File: src/hdl/incremental_pid_with_antiwindup_top_defines.svh
// assertion macros for the incremental pid controller
`ifndef INCREMENTAL_PID_WITH_ANTIWINDUP_TOP_DEFINES_SVH
`define INCREMENTAL_PID_WITH_ANTIWINDUP_TOP_DEFINES_SVH

// check that holds while out of reset
`define IPID_CHECK(name, prop, msg) \
    name: assert property (@(posedge aclk) disable iff (!aresetn) prop) else $error(msg);

// check that also covers the reset cycles
`define IPID_CHECK_RST(name, prop, msg) \
    name: assert property (@(posedge aclk) prop) else $error(msg);

`endif

File: src/hdl/ipid_pkg.sv
// shared types, constants and helpers for the incremental pid controller
package ipid_pkg;

    localparam int FRAC_BITS_DEF = 16;

    localparam int MUL_A_W = 48;
    localparam int MUL_B_W = 17;
    localparam int MUL_P_W = 64;
    localparam int DIV_D_W = 34;
    localparam int ACC_W   = 40;
    localparam int QUO_W   = 39;

    localparam logic [2:0] REG_PROP_GAIN    = 3'd0;
    localparam logic [2:0] REG_DERIV_GAIN   = 3'd1;
    localparam logic [2:0] REG_SAMPLE_TIME  = 3'd2;
    localparam logic [2:0] REG_RESET_TIME   = 3'd3;
    localparam logic [2:0] REG_WINDUP_LIMIT = 3'd4;

    localparam logic [MUL_B_W-1:0] PID_DIV_SCALE = 17'd100000;
    localparam logic [DIV_D_W-1:0] P_DIV         = 34'd1000;
    localparam logic [DIV_D_W-1:0] FIXED_DIV     = 34'd10;

    localparam logic signed [ACC_W:0] ACC_MAX = 41'sh07F_FFFF_FFFF;
    localparam logic signed [ACC_W:0] ACC_MIN = -41'sh080_0000_0000;

    typedef enum logic [3:0] {
        ST_IDLE,
        ST_D2,
        ST_TA,
        ST_TE,
        ST_KI,
        ST_DV,
        ST_DQ,
        ST_KM,
        ST_MQ,
        ST_OUT
    } state_t;

    function automatic logic signed [MUL_A_W-1:0] times100(input logic signed [MUL_A_W-1:0] x);
        return (x <<< 6) + (x <<< 5) + (x <<< 2);
    endfunction

endpackage

File: src/hdl/ipid_mul.sv
// bit-serial shift-add multiplier, signed by unsigned
module ipid_mul (
    input  logic                                  aclk,
    input  logic                                  aresetn,
    input  logic                                  start,
    input  logic signed [ipid_pkg::MUL_A_W-1:0]   a,
    input  logic        [ipid_pkg::MUL_B_W-1:0]   b,
    output logic                                  done,
    output logic signed [ipid_pkg::MUL_P_W-1:0]   p
);
    import ipid_pkg::*;

    localparam int CNT_W = $clog2(MUL_B_W + 1);

    logic signed [MUL_P_W-1:0] a_reg;
    logic        [MUL_B_W-1:0] b_reg;
    logic signed [MUL_P_W-1:0] acc_reg;
    logic        [CNT_W-1:0]   cnt_reg;
    logic                      busy_reg;
    logic                      done_reg;

    always_ff @(posedge aclk) begin
        if (!aresetn) begin
            busy_reg <= 1'b0;
            done_reg <= 1'b0;
            cnt_reg  <= '0;
        end else begin
            done_reg <= 1'b0;
            if (start) begin
                busy_reg <= 1'b1;
                cnt_reg  <= CNT_W'(MUL_B_W);
            end else if (busy_reg) begin
                cnt_reg <= cnt_reg - 1'b1;
                if (cnt_reg == CNT_W'(1)) begin
                    busy_reg <= 1'b0;
                    done_reg <= 1'b1;
                end
            end
        end
    end

    always_ff @(posedge aclk) begin
        if (start) begin
            a_reg   <= MUL_P_W'(a);
            b_reg   <= b;
            acc_reg <= '0;
        end else if (busy_reg) begin
            if (b_reg[0]) begin
                acc_reg <= acc_reg + a_reg;
            end
            a_reg <= a_reg <<< 1;
            b_reg <= b_reg >> 1;
        end
    end

    assign done = done_reg;
    assign p    = acc_reg;
endmodule

File: src/hdl/ipid_div.sv
// bit-serial restoring divider: trunc(n * 2^frac / d), saturated to 40 bits
module ipid_div #(
    parameter int FRAC_BITS = ipid_pkg::FRAC_BITS_DEF
) (
    input  logic                                  aclk,
    input  logic                                  aresetn,
    input  logic                                  start,
    input  logic signed [ipid_pkg::MUL_P_W-1:0]   n,
    input  logic        [ipid_pkg::DIV_D_W-1:0]   d,
    output logic                                  done,
    output logic signed [ipid_pkg::ACC_W-1:0]     q
);
    import ipid_pkg::*;

    localparam int CNT_W = $clog2(QUO_W + 1);
    localparam int CMP_W = MUL_P_W + QUO_W;
    localparam int PRE   = QUO_W - FRAC_BITS;

    logic        [MUL_P_W-1:0] un;
    logic                      ovf;
    logic        [DIV_D_W-1:0] rem_reg;
    logic        [QUO_W-1:0]   sh_reg;
    logic        [QUO_W-1:0]   q_reg;
    logic        [DIV_D_W-1:0] d_reg;
    logic        [CNT_W-1:0]   cnt_reg;
    logic                      neg_reg;
    logic                      ovf_reg;
    logic                      busy_reg;
    logic                      done_reg;
    logic        [DIV_D_W:0]   trial;
    logic                      ge;
    logic signed [ACC_W-1:0]   mag;

    assign un  = n[MUL_P_W-1] ? MUL_P_W'(-n) : MUL_P_W'(n);
    assign ovf = CMP_W'(un) >= (CMP_W'(d) << PRE);

    assign trial = {rem_reg, sh_reg[QUO_W-1]};
    assign ge    = trial >= {1'b0, d_reg};

    always_ff @(posedge aclk) begin
        if (!aresetn) begin
            busy_reg <= 1'b0;
            done_reg <= 1'b0;
            cnt_reg  <= '0;
        end else begin
            done_reg <= 1'b0;
            if (start) begin
                busy_reg <= !ovf;
                done_reg <= ovf;
                cnt_reg  <= CNT_W'(QUO_W);
            end else if (busy_reg) begin
                cnt_reg <= cnt_reg - 1'b1;
                if (cnt_reg == CNT_W'(1)) begin
                    busy_reg <= 1'b0;
                    done_reg <= 1'b1;
                end
            end
        end
    end

    always_ff @(posedge aclk) begin
        if (start) begin
            rem_reg <= DIV_D_W'(un >> PRE);
            sh_reg  <= QUO_W'(un << FRAC_BITS);
            q_reg   <= '0;
            d_reg   <= d;
            neg_reg <= n[MUL_P_W-1];
            ovf_reg <= ovf;
        end else if (busy_reg) begin
            rem_reg <= ge ? DIV_D_W'(trial - {1'b0, d_reg}) : trial[DIV_D_W-1:0];
            sh_reg  <= sh_reg << 1;
            q_reg   <= {q_reg[QUO_W-2:0], ge};
        end
    end

    assign mag  = {1'b0, q_reg};
    assign done = done_reg;

    always_comb begin
        if (ovf_reg) begin
            q = neg_reg ? ACC_W'(ACC_MIN) : ACC_W'(ACC_MAX);
        end else begin
            q = neg_reg ? -mag : mag;
        end
    end
endmodule

File: src/hdl/incremental_pid_with_antiwindup_top.sv
// incremental pid controller with anti-windup, sequenced over serial units
// sequence: a start step, six passes of the bit-serial multiplier and two passes
// of the bit-serial divider, plus handover steps; one request at a time
// throughput: a new request is taken only after the last result has entered
// the result register, since the serial units are shared
// reset: synchronous active-low aresetn loads register defaults, clears the
// error history and drive accumulator, and empties the result register
module incremental_pid_with_antiwindup_top #(
    parameter int FRAC_BITS = ipid_pkg::FRAC_BITS_DEF
) (
    input  logic                aclk,
    input  logic                aresetn,
    // configuration write port
    input  logic                cfg_we,
    input  logic [2:0]          cfg_index,
    input  logic [15:0]         cfg_wdata,
    // request channel
    input  logic                s_valid,
    output logic                s_ready,
    input  logic signed [11:0]  s_error_tenths,
    input  logic                s_clear,
    // result channel
    output logic                m_valid,
    input  logic                m_ready,
    output logic [9:0]          m_drive_tenths,
    output logic signed [23:0]  m_limited_drive,
    output logic                m_windup_hit
);
    import ipid_pkg::*;

    `include "incremental_pid_with_antiwindup_top_defines.svh"

    // configuration registers
    logic [13:0] kp_reg, kd_reg, wl_reg;
    logic [15:0] ts_reg, tn_reg;

    // controller state
    logic signed [11:0]      e_reg, last_reg, prev_reg;
    logic signed [ACC_W-1:0] acc_reg;

    // sequencer
    state_t state_reg, state_next;
    logic   issued_reg;

    // intermediate products
    logic signed [MUL_A_W-1:0] p1_reg, p2_reg, p3_reg;
    logic signed [MUL_P_W-1:0] num_reg;
    logic        [DIV_D_W-1:0] dvs_reg;
    logic signed [ACC_W-1:0]   delta_reg, m_reg;

    // result register
    logic                m_valid_reg;
    logic [9:0]          drive_reg;
    logic signed [23:0]  limited_reg;
    logic                hit_reg;

    // serial unit hookup
    logic                      mul_start, mul_done;
    logic signed [MUL_A_W-1:0] mul_a;
    logic        [MUL_B_W-1:0] mul_b;
    logic signed [MUL_P_W-1:0] mul_p;
    logic                      div_start, div_done;
    logic signed [MUL_P_W-1:0] div_n;
    logic        [DIV_D_W-1:0] div_d;
    logic signed [ACC_W-1:0]   div_q;

    logic pid_mode;
    logic out_free;
    logic out_load;
    logic accept;

    // error terms, sign extended
    logic signed [MUL_A_W-1:0] e_w, e1_w, e2_w, de_w, d2_w, inner_w;

    assign pid_mode = (tn_reg != 16'd0) && (ts_reg < tn_reg);
    assign out_free = !m_valid_reg || m_ready;
    assign accept   = s_valid && s_ready;

    assign e_w     = MUL_A_W'(e_reg);
    assign e1_w    = MUL_A_W'(last_reg);
    assign e2_w    = MUL_A_W'(prev_reg);
    assign de_w    = e_w - e1_w;
    assign d2_w    = e_w - (e1_w <<< 1) + e2_w;
    assign inner_w = p2_reg + times100(p3_reg);

    // configuration writes
    always_ff @(posedge aclk) begin
        if (!aresetn) begin
            kp_reg <= 14'd100;
            kd_reg <= 14'd0;
            ts_reg <= 16'd10;
            tn_reg <= 16'd0;
            wl_reg <= 14'd0;
        end else if (cfg_we) begin
            case (cfg_index)
                REG_PROP_GAIN:    kp_reg <= cfg_wdata[13:0];
                REG_DERIV_GAIN:   kd_reg <= cfg_wdata[13:0];
                REG_SAMPLE_TIME:  ts_reg <= cfg_wdata;
                REG_RESET_TIME:   tn_reg <= cfg_wdata;
                REG_WINDUP_LIMIT: wl_reg <= cfg_wdata[13:0];
                default: ;
            endcase
        end
    end

    // next state
    always_comb begin
        state_next = state_reg;
        case (state_reg)
            ST_IDLE: if (s_valid) state_next = ST_D2;
            ST_D2:   if (mul_done) state_next = ST_TA;
            ST_TA:   if (mul_done) state_next = ST_TE;
            ST_TE:   if (mul_done) state_next = ST_KI;
            ST_KI:   if (mul_done) state_next = ST_DV;
            ST_DV:   if (mul_done) state_next = ST_DQ;
            ST_DQ:   if (div_done) state_next = ST_KM;
            ST_KM:   if (mul_done) state_next = ST_MQ;
            ST_MQ:   if (div_done) state_next = ST_OUT;
            ST_OUT:  if (out_free) state_next = ST_IDLE;
            default: state_next = ST_IDLE;
        endcase
    end

    // sequencer outputs: handshake, unit starts and operand selection
    always_comb begin
        s_ready   = 1'b0;
        mul_start = 1'b0;
        div_start = 1'b0;
        out_load  = 1'b0;
        mul_a     = '0;
        mul_b     = '0;
        div_n     = num_reg;
        div_d     = dvs_reg;
        case (state_reg)
            ST_IDLE: s_ready = 1'b1;
            ST_D2: begin
                // derivative difference times kd
                mul_start = !issued_reg;
                mul_a     = d2_w;
                mul_b     = MUL_B_W'(kd_reg);
            end
            ST_TA: begin
                mul_start = !issued_reg;
                mul_a     = times100(de_w) + p1_reg;
                mul_b     = MUL_B_W'(tn_reg);
            end
            ST_TE: begin
                // integral share
                mul_start = !issued_reg;
                mul_a     = e1_w;
                mul_b     = MUL_B_W'(ts_reg);
            end
            ST_KI: begin
                mul_start = !issued_reg;
                mul_a     = pid_mode ? inner_w : de_w;
                mul_b     = MUL_B_W'(kp_reg);
            end
            ST_DV: begin
                // divisor for pid mode
                mul_start = !issued_reg;
                mul_a     = MUL_A_W'(tn_reg);
                mul_b     = PID_DIV_SCALE;
            end
            ST_DQ: div_start = !issued_reg;
            ST_KM: begin
                // sliding window numerator
                mul_start = !issued_reg;
                mul_a     = e_w[MUL_A_W-1] ? -e_w : e_w;
                mul_b     = MUL_B_W'(kp_reg);
            end
            ST_MQ: begin
                div_start = !issued_reg;
                div_d     = (wl_reg == 14'd0) ? P_DIV : FIXED_DIV;
            end
            ST_OUT: out_load = out_free;
            default: ;
        endcase
    end

    always_ff @(posedge aclk) begin
        if (!aresetn) begin
            state_reg  <= ST_IDLE;
            issued_reg <= 1'b0;
        end else begin
            state_reg <= state_next;
            if (mul_start || div_start) begin
                issued_reg <= 1'b1;
            end else if (mul_done || div_done) begin
                issued_reg <= 1'b0;
            end
        end
    end

    // capture unit results
    always_ff @(posedge aclk) begin
        if (mul_done) begin
            case (state_reg)
                ST_D2: p1_reg  <= MUL_A_W'(mul_p);
                ST_TA: p2_reg  <= MUL_A_W'(mul_p);
                ST_TE: p3_reg  <= MUL_A_W'(mul_p);
                ST_KI: num_reg <= mul_p;
                ST_DV: dvs_reg <= pid_mode ? DIV_D_W'(mul_p) : P_DIV;
                ST_KM: num_reg <= (wl_reg == 14'd0) ? mul_p : MUL_P_W'(wl_reg);
                default: ;
            endcase
        end
        if (div_done) begin
            case (state_reg)
                ST_DQ: delta_reg <= div_q;
                ST_MQ: m_reg     <= div_q;
                default: ;
            endcase
        end
    end

    // drive update, anti-windup clamp and output scaling
    logic signed [ACC_W:0]   sum_w;
    logic signed [ACC_W-1:0] y0, y1;
    logic signed [ACC_W+1:0] upper_w, y0_x, neg_m;
    logic signed [ACC_W+3:0] t10;
    logic        [ACC_W+3:0] mag_t;
    logic signed [ACC_W+4:0] t_w;
    logic                    t_neg;
    logic [9:0]              drive_w;
    logic signed [23:0]      lim_w;

    always_comb begin
        sum_w = ACC_W'(0) + (41'(acc_reg) + 41'(delta_reg));
        if (sum_w > ACC_MAX) begin
            y0 = ACC_W'(ACC_MAX);
        end else if (sum_w < ACC_MIN) begin
            y0 = ACC_W'(ACC_MIN);
        end else begin
            y0 = sum_w[ACC_W-1:0];
        end
        upper_w = 42'(m_reg) + (42'sd100 <<< FRAC_BITS);
        neg_m   = -42'(m_reg);
        y0_x    = 42'(y0);
        y1      = y0;
        if (y0 > 0 && y0_x > upper_w) begin
            y1 = upper_w[ACC_W-1:0];
        end
        if (y0 < 0 && y0_x < neg_m) begin
            y1 = neg_m[ACC_W-1:0];
        end
        // times ten, truncated toward zero
        t10   = (44'(y1) <<< 3) + (44'(y1) <<< 1);
        t_neg = t10[ACC_W+3];
        mag_t = (t_neg ? 44'(-t10) : 44'(t10)) >> FRAC_BITS;
        t_w   = t_neg ? -45'(mag_t) : 45'(mag_t);
        if (t_w > 45'sd1000) begin
            drive_w = 10'd1000;
        end else if (t_w < 0) begin
            drive_w = 10'd0;
        end else begin
            drive_w = t_w[9:0];
        end
        if (t_w > 45'sd8388607) begin
            lim_w = 24'sh7FFFFF;
        end else if (t_w < -45'sd8388608) begin
            lim_w = -24'sh800000;
        end else begin
            lim_w = t_w[23:0];
        end
    end

    // history and drive, clear applied at request time
    always_ff @(posedge aclk) begin
        if (!aresetn) begin
            last_reg <= '0;
            prev_reg <= '0;
            acc_reg  <= '0;
        end else if (accept) begin
            if (s_clear) begin
                last_reg <= '0;
                prev_reg <= '0;
                acc_reg  <= '0;
            end
        end else if (out_load) begin
            acc_reg  <= y1;
            prev_reg <= last_reg;
            last_reg <= e_reg;
        end
    end

    always_ff @(posedge aclk) begin
        if (accept) begin
            e_reg <= s_error_tenths;
        end
    end

    // result register, free again once the result is taken
    always_ff @(posedge aclk) begin
        if (!aresetn) begin
            m_valid_reg <= 1'b0;
        end else if (out_load) begin
            m_valid_reg <= 1'b1;
        end else if (m_ready) begin
            m_valid_reg <= 1'b0;
        end
    end

    always_ff @(posedge aclk) begin
        if (out_load) begin
            drive_reg   <= drive_w;
            limited_reg <= lim_w;
            hit_reg     <= (y1 != y0);
        end
    end

    ipid_mul u_mul (
        .aclk    (aclk),
        .aresetn (aresetn),
        .start   (mul_start),
        .a       (mul_a),
        .b       (mul_b),
        .done    (mul_done),
        .p       (mul_p)
    );

    ipid_div #(
        .FRAC_BITS (FRAC_BITS)
    ) u_div (
        .aclk    (aclk),
        .aresetn (aresetn),
        .start   (div_start),
        .n       (div_n),
        .d       (div_d),
        .done    (div_done),
        .q       (div_q)
    );

    assign m_valid         = m_valid_reg;
    assign m_drive_tenths  = drive_reg;
    assign m_limited_drive = limited_reg;
    assign m_windup_hit    = hit_reg;

    // a taken request keeps the block busy
    `IPID_CHECK(a_busy_after_req, (s_valid && s_ready) |=> !s_ready, "request taken while busy")
    // a new result only comes from the output step
    `IPID_CHECK(a_result_src, $rose(m_valid) |-> $past(state_reg == ST_OUT), "stray result")
    // drive stays within range
    `IPID_CHECK(a_drive_range, m_valid |-> (m_drive_tenths <= 10'd1000), "drive out of range")
    // reset empties the result register
    `IPID_CHECK_RST(a_reset_empty, !aresetn |=> !m_valid, "result valid after reset")
endmodule

File: config.mk
export PLATFORM = sky130hd
export DESIGN_NAME = incremental_pid_with_antiwindup_top
export DESIGN_NICKNAME = d
export VERILOG_FILES = /design/src/hdl/ipid_pkg.sv /design/src/hdl/ipid_mul.sv /design/src/hdl/ipid_div.sv /design/src/hdl/incremental_pid_with_antiwindup_top.sv
export VERILOG_INCLUDE_DIRS = /design/src /design/src/hdl
export SDC_FILE = /design/constraint.sdc
export NUM_CORES = 2
export LEC_CHECK = 0
export BUFFER_PORTS_ARGS = -buffer_cell sky130_fd_sc_hd__buf_2
export CORE_UTILIZATION = 40
export CTS_CLUSTER_SIZE = 12
export DETAILED_ROUTE_END_ITERATION = 10
export GPL_ROUTABILITY_DRIVEN = 1
export HOLD_SLACK_MARGIN = 0.12
export PLACE_DENSITY_LB_ADDON = 0.15
export SYNTH_ARGS = -nofsm -noshare
export SYNTH_HDL_FRONTEND = slang
export SYNTH_HIERARCHICAL = 1
export SYNTH_SLANG_ARGS = --single-unit
File: constraint.sdc
create_clock -name aclk -period 21.2 [get_ports aclk]
set_input_delay 3.18 -clock aclk [delete_from_list [all_inputs] [get_ports aclk]]
set_output_delay 3.18 -clock aclk [all_outputs]
set_load 0.005 [all_outputs]
==> results_dict.tcl <==
set metrics [dict create \
    numCtsBuffers 98 \
    dp.cells 8355 \
    grt_antenna_before_repair 2 \
    outcome "finished clean" \
    vdd_drop_max_uv 94.4 \
    synthToLayoutAreaGrowth_pct 9.44 \
    critPathKind "reg2reg" \
    cts_setup_buffers 0 \
    ctsResizeCount 0 \
    whs_endpoint "kp_reg[9]$_SDFFE_PN0P_" \
    max_clock_freq_ghz 0.0620 \
    portBuffers 73 \
    yosys.area.top_type "edfxtp_1" \
    layout_setup_ws_ns 5.07 \
    drtIter0Drc 3698 \
    cpPeakStageDelay_ns 0.75 \
    syn_inst 6502 \
    num_rows 141 \
    p_sw_share_pct 38.2 \
    r2r_setup_slack_ns 5.07 \
    p_leak_nw 25.6 \
    cts_max_level 3 \
    fp.dieW_um 390 \
    viasPerCell 5.73 \
    cp.required_ns 21.57 \
    pre_cts_slack_ns 5.25 \
    vias 48900 \
    synthTopCellsByArea "edfxtp_1 (27%), ha_1 (10%), dfxtp_1 (8.7%)" \
    grt_pass1_wl_um 284000 \
    synthMuxAreaShare_pct 2.89 \
    startpoint_type "register" \
    synth-edff-count 541 \
    drive_gt1_share_pct 8.05 \
    worstSkewPairLatency_ns 0.74 \
    rsz0062_at_grt "no" \
    cts-hold-fix-buffers 0 \
    cts_tree "built" \
    n_fill_cell 14500 \
    power_density_nw_per_um2 96.5 \
    ys_async_sr_fraction_pct 0 \
    ant_nets 0 \
    drt_wl_total_um 183000 \
    wl_per_cell_um 21.5 \
    finalSetupViolCount 0 \
    power_frac_comb_pct 38.7 \
    dpl.hpwl_um 140000 \
    slew_headroom_pct 8.61 \
    yosys_register_bits 803 \
    fin_hold_ws_ns 0.464 \
    timing.rr.end "m_limited_drive[2]$_SDFFCE_PN1P_" \
    synth-adder-area-share_pct 14.9 \
    hold_depth 2 \
    clock_sinks 803 \
    core_area_sq_um 149000 \
    die-area_sq_um 152000 \
    finalHoldViolations 0 \
    clkPwrFrac_pct 27.3 \
    hold_path.class "reg2reg" \
    synth_cell_types 120 \
    place.gp.congestion 0.943 \
    dpl-instance-area_sq_um 62500 \
    clk_transition_reported_paths_ns 0.06 \
    fin_area_sq_um 65900 \
    grt_start_max_net_pins 145 \
    crit_path_end_kind "register" \
    die_h_um 390 \
    crit_top_cell "or3_1" \
    synthesis.nets 7161 \
    ioPinCount 74 \
    cts-root-buf "clkbuf_16" \
    finalSetupTns_ns 0 \
    worstPathArrival_ns 16.50 \
    synthSimpleGateAreaFrac_pct 16.7 \
    min_from "kp_reg[9]$_SDFFE_PN0P_" \
    tightest_slew_ns 1.35 \
    seq_area_frac_synth_pct 35.7 \
    yosysTopAreaCellShare_pct 27.0 \
    switchingPower_mw 2.43 \
    seqPwrFrac_pct 33.9 \
    yosys.area_share.xor_xnor_pct 6.09 \
    critical_path_peak_fanout 23 \
    synth_compound_area_share_pct 19.4 \
    first_pass_iters 8 \
    rr_worst_depth 55 \
    cp_slowest_cell "o21ai_2" \
    avgSynthCellArea_sq_um 9.26 \
    clock_skew_ns 0.0721 \
    grt_overflow_total 0 \
    intPower_mw 3.93 \
    synth_ff_type "edfxtp_1" \
    fin_cells 8540 \
    gr-usage-all-layers_pct 23.7 \
    nNetsFinal 7112 \
    r2r-start "m_reg[0]$_DFFE_PP_" \
    post-route-min-period_ns 16.13 \
    first_global_vias 47300 \
    synth_top_family_by_area "compound AO/OA/AOI/OAI gates" \
    syn_area_sq_um 60200 \
    final_max_slew_viol_count 0 \
    fin_crit_sh_pct 76.1 \
    drv_cap 0 \
    yosysWarningCount 6 \
    start_util_pct 40.5 \
    drcViolationCount 0 \
    cts_buffer_depth 3 \
]
## metrics by stage
stage	utilization, %	total power, mW
6_report	44.3	6.36
4_1_cts	44.3	6.40
3_5_place_dp	42.1	4.63
3_3_place_gp	42.1	4.61
2_1_floorplan	-	3.93
5_1_grt	44.3	6.76
## worst max-delay path by stage
stage / from / endpoint / slack (ns)
after floorplan: m_reg[0]$_DFFE_PP_ / m_limited_drive[19]$_SDFFCE_PN1P_ / 7.62
after global placement: m_reg[0]$_DFFE_PP_ / m_limited_drive[15]$_SDFFCE_PN1P_ / 5.53
after detailed placement: m_reg[0]$_DFFE_PP_ / m_limited_drive[2]$_SDFFCE_PN1P_ / 5.25
after CTS: m_reg[0]$_DFFE_PP_ / m_limited_drive[2]$_SDFFCE_PN1P_ / 5.19
after global routing: m_reg[0]$_DFFE_PP_ / m_limited_drive[2]$_SDFFCE_PN1P_ / 3.82
final: m_reg[0]$_DFFE_PP_ / m_limited_drive[2]$_SDFFCE_PN1P_ / 5.07
## power groups by stage
stage               clock (mW)  sequential [mW]  combinational (mW)
floorplan                    0             2.06                1.86
global placement             0             2.19                2.42
detailed placement           0             2.19                2.44
CTS                       1.78             2.16                2.46
global route              1.83             2.18                2.75
finish                    1.74             2.16                2.46
## final cells by class
cell class              instances  area [sq um]  area share [%]
clock buffers                 128          2740            4.16
well taps                    2002          2500            3.80
multi-input cells            5024         36200            55.0
flip-flops and latches        803         21500            32.6
inverters                     391          1470            2.23
diodes                          2          5.00         0.00760
repair buffers                135           846            1.28
clock inverters                55           586           0.889
## cell usage in the layout (no fill, tap or decap), types with 71 or more instances in the layout
cell	netlist	final
a21boi_0	99	99
clkbuf_16	0	102
nor3_1	139	136
mux2_2	100	100
edfxtp_1	541	541
dfxtp_1	262	261
xnor2_1	286	286
buf_2	4	72
inv_1	390	388
nand2_1	621	618
a21oi_1	460	459
xor2_1	125	125
and2_1	155	151
nand3_1	112	111
a21o_1	161	161
nand4_1	85	85
o21ai_0	290	290
nor2_1	475	469
ha_1	497	497
fa_1	125	125
nor2b_1	98	98
a31oi_1	72	71
## layer usage
layer	part of all wire, %	track usage [%]
met2	46	38.8
met5	0.0071	0
met4	3.1	7.38
met1	46	32.7
met3	4.6	2.81
## worst max-delay path: cells and delay by family (launching register included)
family,cells,cell delay [ns]
XOR/XNOR,3,0.56
AND/OR/NAND/NOR,24,7.42
multiplexers,1,0.35
flip-flops,1,0.49
AO/OA/AOI/OAI,20,5.32
buffers and inverters,4,0.57
adder cells (fa/ha/maj),3,1.07
## cell usage after synthesis (33+ instances only)
| cell type | count |
|---|---|
| o221ai_1 | 33 |
| o21ai_1 | 48 |
| o211ai_1 | 37 |
| nor3_1 | 139 |
| a31oi_1 | 72 |
| nand2_1 | 621 |
| mux2_2 | 100 |
| a21boi_0 | 99 |
| xnor2_1 | 286 |
| xor2_1 | 125 |
| o31ai_1 | 46 |
| nor2_1 | 475 |
| a21o_1 | 161 |
| mux2i_1 | 60 |
| or3_1 | 51 |
| nor2b_1 | 98 |
| or2_2 | 33 |
| and2_1 | 155 |
| ha_1 | 497 |
| a22oi_1 | 69 |
| and3_1 | 41 |
| clkbuf_1 | 245 |
| a211oi_1 | 50 |
| o21ai_0 | 290 |
| nand3_1 | 112 |
| nor4_1 | 58 |
| inv_1 | 390 |
| a21oi_1 | 460 |
| fa_1 | 125 |
| o21bai_1 | 56 |
| nand4_1 | 85 |
| nand2b_1 | 60 |
| edfxtp_1 | 541 |
| dfxtp_1 | 262 |
## logic make-up (layout without fill, tap and decap cells)
logic type	Yosys count	after routing
adder cells (fa/ha/maj)	648	648
buffers and inverters	675	709
other	0	2
flip-flops	803	803
AO/OA/AOI/OAI	1747	1747
XOR/XNOR	415	415
AND/OR/NAND/NOR	2053	2053
multiplexers	161	161
No activity file was read; power rests on OpenSTA's default activity.
